==> config.mk <==
export PLATFORM = sky130hd
export DESIGN_NAME = i2c_master_byte_write_top
export DESIGN_NICKNAME = d
export VERILOG_FILES = /design/src/rtl/imbw_pkg.sv /design/src/rtl/i2c_master_byte_write_top.sv /design/src/rtl/imbw_seq.sv /design/src/rtl/imbw_out.sv
export SDC_FILE = /design/constraint.sdc
export NUM_CORES = 1
export LEC_CHECK = 0
export ABC_AREA = 0
export CAP_MARGIN = 20
export CORE_MARGIN = 3
export CORE_UTILIZATION = 42
export CTS_CLUSTER_SIZE = 20
export DETAILED_ROUTE_END_ITERATION = 10
export DONT_BUFFER_PORTS = 1
export GPL_ROUTABILITY_DRIVEN = 0
export GPL_TIMING_DRIVEN = 0
export PLACE_DENSITY = 0.63
export SYNTH_ARGS = -nofsm -noshare
export SYNTH_HDL_FRONTEND = slang
export SYNTH_HIERARCHICAL = 1
export SYNTH_SLANG_ARGS = --single-unit
==> constraint.sdc <==
create_clock -name i_clk -period 3.11 [get_ports i_clk]
set_input_delay 0.1555 -clock i_clk [delete_from_list [all_inputs] [get_ports i_clk]]
set_output_delay 0.1555 -clock i_clk [all_outputs]
set_load 0.05 [all_outputs]
==> src/rtl/imbw_pkg.sv <==
package imbw_pkg;

    localparam int unsigned DivWidth = 16;
    localparam int unsigned ByteWidth = 8;
    localparam int unsigned BitCntWidth = 3;
    localparam logic [BitCntWidth-1:0] LastBit = 3'd7;
    localparam logic [DivWidth-1:0] DivReset = 16'd1;

    typedef enum logic [11:0] {
        PH_IDLE      = 12'b0000_0000_0001,
        PH_START     = 12'b0000_0000_0010,
        PH_ADDR_LOW  = 12'b0000_0000_0100,
        PH_ADDR_HIGH = 12'b0000_0000_1000,
        PH_AACK_LOW  = 12'b0000_0001_0000,
        PH_AACK_HIGH = 12'b0000_0010_0000,
        PH_DATA_LOW  = 12'b0000_0100_0000,
        PH_DATA_HIGH = 12'b0000_1000_0000,
        PH_DACK_LOW  = 12'b0001_0000_0000,
        PH_DACK_HIGH = 12'b0010_0000_0000,
        PH_STOP_LOW  = 12'b0100_0000_0000,
        PH_STOP_HIGH = 12'b1000_0000_0000
    } t_phase;

    typedef struct packed {
        logic scl_level;
        logic sda_level;
        logic busy_res;
        logic done_res;
        logic address_acked;
        logic data_acked;
    } t_result;

endpackage

==> src/rtl/i2c_master_byte_write_top.sv <==
// Channel  | Handshake                 | Payload
// ---------+---------------------------+----------------------------------------
// in       | i_in_valid / o_in_stall   | start_request, target_byte, data_byte,
//          |                           | sda_sample (one timing tick)
// out      | o_out_valid / i_out_stall | scl_level, sda_level, busy_res,
//          |                           | done_res, address_acked, data_acked
// cfg      | i_cfg_we / i_cfg_data     | tick_divider
//
// One tick per cycle while o_in_stall is low; its result is in the output register in the cycle after it is taken.
// The bus sequencer updates in the same cycle the request is taken.
// Reset is synchronous, active low: lines released, divider 1, idle.
// o_in_stall is high only while a result is held and the output is stalled.
module i2c_master_byte_write_top (
    input  logic                           i_clk,
    input  logic                           i_rst_n,
    input  logic                           i_cfg_we,
    input  logic [imbw_pkg::DivWidth-1:0]  i_cfg_data,
    input  logic                           i_in_valid,
    output logic                           o_in_stall,
    input  logic                           i_start_request,
    input  logic [imbw_pkg::ByteWidth-1:0] i_target_byte,
    input  logic [imbw_pkg::ByteWidth-1:0] i_data_byte,
    input  logic                           i_sda_sample,
    output logic                           o_out_valid,
    input  logic                           i_out_stall,
    output logic                           o_scl_level,
    output logic                           o_sda_level,
    output logic                           o_busy_res,
    output logic                           o_done_res,
    output logic                           o_address_acked,
    output logic                           o_data_acked
);

    logic              req;
    imbw_pkg::t_result seq_result;
    imbw_pkg::t_result out_result;

    assign o_in_stall = o_out_valid & i_out_stall;
    assign req        = i_in_valid & ~o_in_stall;

    imbw_seq u_seq (
        .i_clk           (i_clk),
        .i_rst_n         (i_rst_n),
        .i_cfg_we        (i_cfg_we),
        .i_cfg_data      (i_cfg_data),
        .i_req           (req),
        .i_start_request (i_start_request),
        .i_target_byte   (i_target_byte),
        .i_data_byte     (i_data_byte),
        .i_sda_sample    (i_sda_sample),
        .o_result        (seq_result)
    );

    imbw_out u_out (
        .i_clk    (i_clk),
        .i_rst_n  (i_rst_n),
        .i_req    (req),
        .i_result (seq_result),
        .i_stall  (i_out_stall),
        .o_valid  (o_out_valid),
        .o_result (out_result)
    );

    assign o_scl_level     = out_result.scl_level;
    assign o_sda_level     = out_result.sda_level;
    assign o_busy_res      = out_result.busy_res;
    assign o_done_res      = out_result.done_res;
    assign o_address_acked = out_result.address_acked;
    assign o_data_acked    = out_result.data_acked;

endmodule

==> src/rtl/imbw_seq.sv <==
module imbw_seq (
    input  logic                               i_clk,
    input  logic                               i_rst_n,
    input  logic                               i_cfg_we,
    input  logic [imbw_pkg::DivWidth-1:0]      i_cfg_data,
    input  logic                               i_req,
    input  logic                               i_start_request,
    input  logic [imbw_pkg::ByteWidth-1:0]     i_target_byte,
    input  logic [imbw_pkg::ByteWidth-1:0]     i_data_byte,
    input  logic                               i_sda_sample,
    output imbw_pkg::t_result                  o_result
);

    imbw_pkg::t_phase r_phase, n_phase;
    logic [imbw_pkg::BitCntWidth-1:0] r_bit_count, n_bit_count;
    logic [imbw_pkg::ByteWidth-1:0]   r_shift, n_shift;
    logic [imbw_pkg::ByteWidth-1:0]   r_held, n_held;
    logic [imbw_pkg::DivWidth-1:0]    r_tick, n_tick;
    logic [imbw_pkg::DivWidth-1:0]    r_div;
    logic r_scl, n_scl;
    logic r_sda, n_sda;
    logic r_aack, n_aack;
    logic r_dack, n_dack;
    logic n_done;

    logic [imbw_pkg::DivWidth-1:0] div_eff;
    logic [imbw_pkg::DivWidth:0]   tick_inc;
    logic                          phase_end;

    assign div_eff   = (r_div == '0) ? imbw_pkg::DivReset : r_div;
    assign tick_inc  = {1'b0, r_tick} + {{imbw_pkg::DivWidth{1'b0}}, 1'b1};
    assign phase_end = tick_inc >= {1'b0, div_eff};

    always_comb begin
        n_phase     = r_phase;
        n_bit_count = r_bit_count;
        n_shift     = r_shift;
        n_held      = r_held;
        n_tick      = '0;
        n_scl       = r_scl;
        n_sda       = r_sda;
        n_aack      = r_aack;
        n_dack      = r_dack;
        n_done      = 1'b0;
        if (r_phase == imbw_pkg::PH_IDLE) begin
            n_scl = 1'b1;
            if (i_start_request) begin
                n_shift     = i_target_byte;
                n_held      = i_data_byte;
                n_bit_count = '0;
                n_aack      = 1'b0;
                n_dack      = 1'b0;
                n_phase     = imbw_pkg::PH_START;
                n_sda       = 1'b0;
            end else begin
                n_sda = 1'b1;
            end
        end else if (!phase_end) begin
            n_tick = tick_inc[imbw_pkg::DivWidth-1:0];
        end else begin
            unique case (r_phase)
                imbw_pkg::PH_START: begin
                    n_phase = imbw_pkg::PH_ADDR_LOW;
                    n_scl   = 1'b0;
                    n_sda   = r_shift[imbw_pkg::ByteWidth-1];
                end
                imbw_pkg::PH_ADDR_LOW, imbw_pkg::PH_DATA_LOW: begin
                    n_phase = (r_phase == imbw_pkg::PH_ADDR_LOW) ?
                              imbw_pkg::PH_ADDR_HIGH : imbw_pkg::PH_DATA_HIGH;
                    n_scl   = 1'b1;
                end
                imbw_pkg::PH_ADDR_HIGH, imbw_pkg::PH_DATA_HIGH: begin
                    n_scl = 1'b0;
                    if (r_bit_count == imbw_pkg::LastBit) begin
                        n_bit_count = '0;
                        n_phase = (r_phase == imbw_pkg::PH_ADDR_HIGH) ?
                                  imbw_pkg::PH_AACK_LOW : imbw_pkg::PH_DACK_LOW;
                        n_sda   = 1'b1;
                    end else begin
                        n_bit_count = r_bit_count + 1'b1;
                        n_shift = {r_shift[imbw_pkg::ByteWidth-2:0], 1'b0};
                        n_phase = (r_phase == imbw_pkg::PH_ADDR_HIGH) ?
                                  imbw_pkg::PH_ADDR_LOW : imbw_pkg::PH_DATA_LOW;
                        n_sda   = r_shift[imbw_pkg::ByteWidth-2];
                    end
                end
                imbw_pkg::PH_AACK_LOW, imbw_pkg::PH_DACK_LOW: begin
                    n_phase = (r_phase == imbw_pkg::PH_AACK_LOW) ?
                              imbw_pkg::PH_AACK_HIGH : imbw_pkg::PH_DACK_HIGH;
                    n_scl   = 1'b1;
                    n_sda   = 1'b1;
                end
                imbw_pkg::PH_AACK_HIGH: begin
                    n_aack = ~i_sda_sample;
                    n_scl  = 1'b0;
                    if (!i_sda_sample) begin
                        n_shift     = r_held;
                        n_bit_count = '0;
                        n_phase     = imbw_pkg::PH_DATA_LOW;
                        n_sda       = r_held[imbw_pkg::ByteWidth-1];
                    end else begin
                        n_phase = imbw_pkg::PH_STOP_LOW;
                        n_sda   = 1'b0;
                    end
                end
                imbw_pkg::PH_DACK_HIGH: begin
                    n_dack  = ~i_sda_sample;
                    n_phase = imbw_pkg::PH_STOP_LOW;
                    n_scl   = 1'b0;
                    n_sda   = 1'b0;
                end
                imbw_pkg::PH_STOP_LOW: begin
                    n_phase = imbw_pkg::PH_STOP_HIGH;
                    n_scl   = 1'b1;
                    n_sda   = 1'b0;
                end
                imbw_pkg::PH_STOP_HIGH: begin
                    n_phase = imbw_pkg::PH_IDLE;
                    n_scl   = 1'b1;
                    n_sda   = 1'b1;
                    n_done  = 1'b1;
                end
                default: begin
                    n_phase = imbw_pkg::PH_IDLE;
                    n_scl   = 1'b1;
                    n_sda   = 1'b1;
                end
            endcase
        end
    end

    always_ff @(posedge i_clk) begin
        if (!i_rst_n) begin
            r_div <= imbw_pkg::DivReset;
        end else if (i_cfg_we) begin
            r_div <= i_cfg_data;
        end
    end

    always_ff @(posedge i_clk) begin
        if (!i_rst_n) begin
            r_phase     <= imbw_pkg::PH_IDLE;
            r_bit_count <= '0;
            r_shift     <= '0;
            r_held      <= '0;
            r_tick      <= '0;
            r_scl       <= 1'b1;
            r_sda       <= 1'b1;
            r_aack      <= 1'b0;
            r_dack      <= 1'b0;
        end else if (i_req) begin
            r_phase     <= n_phase;
            r_bit_count <= n_bit_count;
            r_shift     <= n_shift;
            r_held      <= n_held;
            r_tick      <= n_tick;
            r_scl       <= n_scl;
            r_sda       <= n_sda;
            r_aack      <= n_aack;
            r_dack      <= n_dack;
        end
    end

    always_comb begin
        o_result.scl_level     = n_scl;
        o_result.sda_level     = n_sda;
        o_result.busy_res      = (n_phase != imbw_pkg::PH_IDLE);
        o_result.done_res      = n_done;
        o_result.address_acked = n_aack;
        o_result.data_acked    = n_dack;
    end

endmodule

==> src/rtl/imbw_out.sv <==
module imbw_out (
    input  logic               i_clk,
    input  logic               i_rst_n,
    input  logic               i_req,
    input  imbw_pkg::t_result  i_result,
    input  logic               i_stall,
    output logic               o_valid,
    output imbw_pkg::t_result  o_result
);

    logic              r_valid;
    imbw_pkg::t_result r_result;

    always_ff @(posedge i_clk) begin
        if (!i_rst_n) begin
            r_valid <= 1'b0;
        end else if (i_req) begin
            r_valid <= 1'b1;
        end else if (!i_stall) begin
            r_valid <= 1'b0;
        end
    end

    always_ff @(posedge i_clk) begin
        if (i_req) begin
            r_result <= i_result;
        end
    end

    assign o_valid  = r_valid;
    assign o_result = r_result;

endmodule

==> flow_metrics.tcl <==
set metrics [dict create \
    outcome "finished with violations" \
    failed_checks "negative setup slack" \
    start_kind "register" \
    synthDistinctLibCells 67 \
    netlist_top_cells_area "dfxtp_1 30%, mux2i_1 7.5%, ha_1 5.3%" \
    power.leakage_nw 2.39 \
    vias 4495 \
    dp_hpwl_um 8960 \
    synth.net_count 603 \
    start_util_pct 43.5 \
    drt-total-wl_um 13900 \
    ys_seq_area_share_pct 34.1 \
    grt_max_degree 16 \
    internal_power_mw 1.63 \
    seq_power_share_pct 43.3 \
    share_comb_of_total_power_pct 23.2 \
    chipWidth_um 110 \
    clkLatencyLatePin_ns 0.36 \
    switching_share_pct 33.0 \
    dieHeight_um 110 \
    dieArea_sq_um 12100 \
    clock_skew_ns 0.00861 \
    endpoint_kind "register" \
    syn-mean-instance-area_sq_um 8.31 \
    seqCellArea_sq_um 1570 \
    wl_per_cell_um 18.0 \
    synth_cells 545 \
    cts_tree "built" \
    n_antenna_cell 0 \
    multi_input_area_sq_um 3120 \
    grt_util_all_layers_pct 22.7 \
    nets 692 \
    final_common_cell "nor2_1" \
    grt_pass1_vias 4359 \
    p_sw_mw 0.803 \
    crit_end "u_seq/r_phase[8]$_SDFFE_PN0P_" \
    clk_pin_slew_ns 0.09 \
    cts_made_buffers 9 \
    tightest_slew_ns 0.719 \
    synth-edff-count 6 \
    antenna_left 0 \
    post_route_cells_drive_above_1_share_pct 28.5 \
    drv_cap 0 \
    clockBufferDepth 2 \
    overflow 0 \
    rrSetupSlack_ns -0.34 \
    cp.depth 16 \
    critPathLaunch "u_seq/r_tick[0]$_SDFFE_PN0P_" \
    cts.sinks 74 \
    avgViaCountPerCell 5.80 \
    finalCriticalPeriod_ns 3.45 \
    cp_max_fo 7 \
    fin_setup_tns_ns -10.13 \
    cp_top_family "simple AND/OR/NAND/NOR gates" \
    drt_first_iter_violations 372 \
    yosysWarnings 6 \
    p_total_mw 2.43 \
    worstSetupPathType "register to register" \
    peakVddDrop_mv 0.234 \
    regToRegStartpoint "u_seq/r_tick[0]$_SDFFE_PN0P_" \
    hold_ws_ns 0.0949 \
    final_max_slew_viol_count 0 \
    grt_pass1_wl_um 21600 \
    cp_cell_sequence "ha_4 > nand4_4 > buf_4 > nor2_1 > xor2_1 > ha_1 > nand4_1 > or3_4 > a31oi_4 > a41oi_4 > buf_6 > buf_4 > a21oi_4 > buf_6 > nand3_2 > a21oi_2" \
    cpMaxStageDelayCell "or3_4" \
    fillers 868 \
    crit_arrival_ns 3.74 \
    dr.pass1.iters 5 \
    yosysTopAreaCellShare_pct 30.1 \
    power.density_nw_per_um2 399 \
    slew_headroom_pct 52.1 \
    critPathMaxStageDelay_ns 0.47 \
    setup_viol 49 \
    hold_viol 0 \
    root_buffer "clkbuf_8" \
    antenna_found_initial 0 \
    fp-row-count 37 \
    drc 0 \
    timing.final.ws_setup_ns -0.341 \
    async_flop_share_pct 0 \
    p_clk_share_pct 33.5 \
    worstHoldStart "i_target_byte[4]" \
    worst-r2r-cell-count 16 \
    h-tree-depth 3 \
    pin_count 47 \
    period_share_pct 111 \
    yosys.area.top_type "dfxtp_1" \
    ys.flop_type "dfxtp_1" \
    netlist_area_sq_um 4530 \
    port_buffers 0 \
    rsz0062_at_grt "yes" \
    fmax_ghz 0.290 \
    core_area_sq_um 10400 \
    worstHoldPathType "primary input to register" \
    worst_r2r_endpoint "u_seq/r_phase[8]$_SDFFE_PN0P_" \
    cp.required_ns 3.40 \
    ys_ff_latch 74 \
    syn_to_final_growth_pct 34.5 \
    final_cell_mix "59 x nor2_1, 58 x dfxtp_1, 55 x nand2_1" \
    cp_num_buf_inv 4 \
]
[metal layers]
metal | GRT usage (%) | up-vias | wire [um] | part of all wire, %
li1 | - | 2128 | - | -
met1 | 29.0 | 2116 | 5780 | 41
met2 | 37.5 | 199 | 6770 | 49
met3 | 4.29 | 52 | 932 | 6.7
met4 | 8.90 | 0 | 444 | 3.2
met5 | 0 | - | 0 | 0
[synthesized netlist by cell type (all sizes together), types with 2 or more instances]
cell,instances
nor2,62
o21a,3
nand3b,7
a21oi,37
a211oi,3
mux2,2
o31ai,2
o21ai,25
edfxtp,6
xor2,9
a41oi,2
and2,4
and4,5
or4,2
a31oi,6
nand2b,5
a41o,2
or3,4
nor2b,7
and3,3
nand4b,2
o221ai,2
ha,19
nand3,30
nor4,10
mux2i,34
nand2,62
o41ai,3
inv,22
dfxtp,68
clkbuf,17
a311o,7
nor3,12
a22o,3
xnor2,9
nand4,15
buf,23
[metrics by stage]
step / utilization (%) / area (sq um) / setup slack (ns) / cells
after floorplan: - / 4600 / -0.0823 / 545
after global placement: 45.8 / 4770 / -0.733 / 681
after detailed placement: 45.8 / 4770 / -0.775 / 681
after CTS: 54.9 / 5720 / -0.213 / 753
after global routing: 58.5 / 6090 / -0.509 / 775
final: 58.5 / 6090 / -0.341 / 775
[worst reg2reg max path: stages (launching register included)]
cell and delay, ns:
dfxtp_4 0.40, ha_4 0.16, nand4_4 0.09, buf_4 0.17, nor2_1 0.12, xor2_1 0.31
ha_1 0.21, nand4_1 0.23, or3_4 0.47, a31oi_4 0.21, a41oi_4 0.08, buf_6 0.19
buf_4 0.15, a21oi_4 0.22, buf_6 0.14, nand3_2 0.09, a21oi_2 0.14
[final cells by class]
cell class,instances,area share [%]
clock buffers,9,2.03
inverters,22,1.36
clock inverters,7,1.38
repair buffers,82,12.3
well taps,136,2.79
plain buffers,36,3.23
multi-input cells,409,51.2
flip-flops and latches,74,25.7
[worst min path at each step]
| stage | endpoint | slack, ns | cells past startpoint |
|---|---|---|---|
| after floorplan | u_out/o_valid$_SDFFE_PN0P_ | 0.28 | 1 |
| after global placement | u_seq/r_div[0]$_SDFFE_PN1P_ | 0.29 | 2 |
| after detailed placement | u_out/o_valid$_SDFFE_PN0P_ | 0.30 | 1 |
| after CTS | u_seq/r_shift[4]$_SDFFE_PN0P_ | 0.09 | 3 |
| after global routing | u_seq/r_shift[4]$_SDFFE_PN0P_ | 0.12 | 3 |
| final | u_seq/r_shift[4]$_SDFFE_PN0P_ | 0.09 | 3 |
[cells by family after synthesis]
group	after synthesis	synth area share (%)
simple gates	232	26.9
xor+xnor	18	3.48
buf+inv	62	6.44
fa+ha+maj	19	5.25
mux	36	8.02
flops	74	34.1
compound gates	104	15.9
[power groups by stage]
stage / clock network (mW) / logic [mW] / registers (mW)
6_report: 0.813 / 0.565 / 1.05
5_1_grt: 0.857 / 0.607 / 1.06
3_3_place_gp: 0 / 0.381 / 1.08
2_1_floorplan: 0 / 0.300 / 1.07
3_5_place_dp: 0 / 0.388 / 1.08
4_1_cts: 0.820 / 0.491 / 1.05
[flip-flops by register name, indices dropped and copies added, names as in the netlist]
signal             flops
u_seq/r_div           16
u_seq/r_phase         12
u_seq/r_held           8
u_seq/r_scl            1
u_seq/r_aack           1
u_out/o_valid          1
u_seq/r_shift          8
u_out/o_result         6
u_seq/r_bit_count      3
u_seq/r_sda            1
u_seq/r_dack           1
u_seq/r_tick          16
[what timing repair did]
action | 4_1_cts | 5_1_grt
setup endpoints to repair | 49 | 55
hold buffers | 26 | 0
gates cloned | 1 | 1
hold endpoints to repair | 25 | 0
gates resized for setup | 56 | 52
pin swaps | 54 | 38
buffers inserted | 31 | 24
No activity file was read; power rests on OpenSTA's default activity.
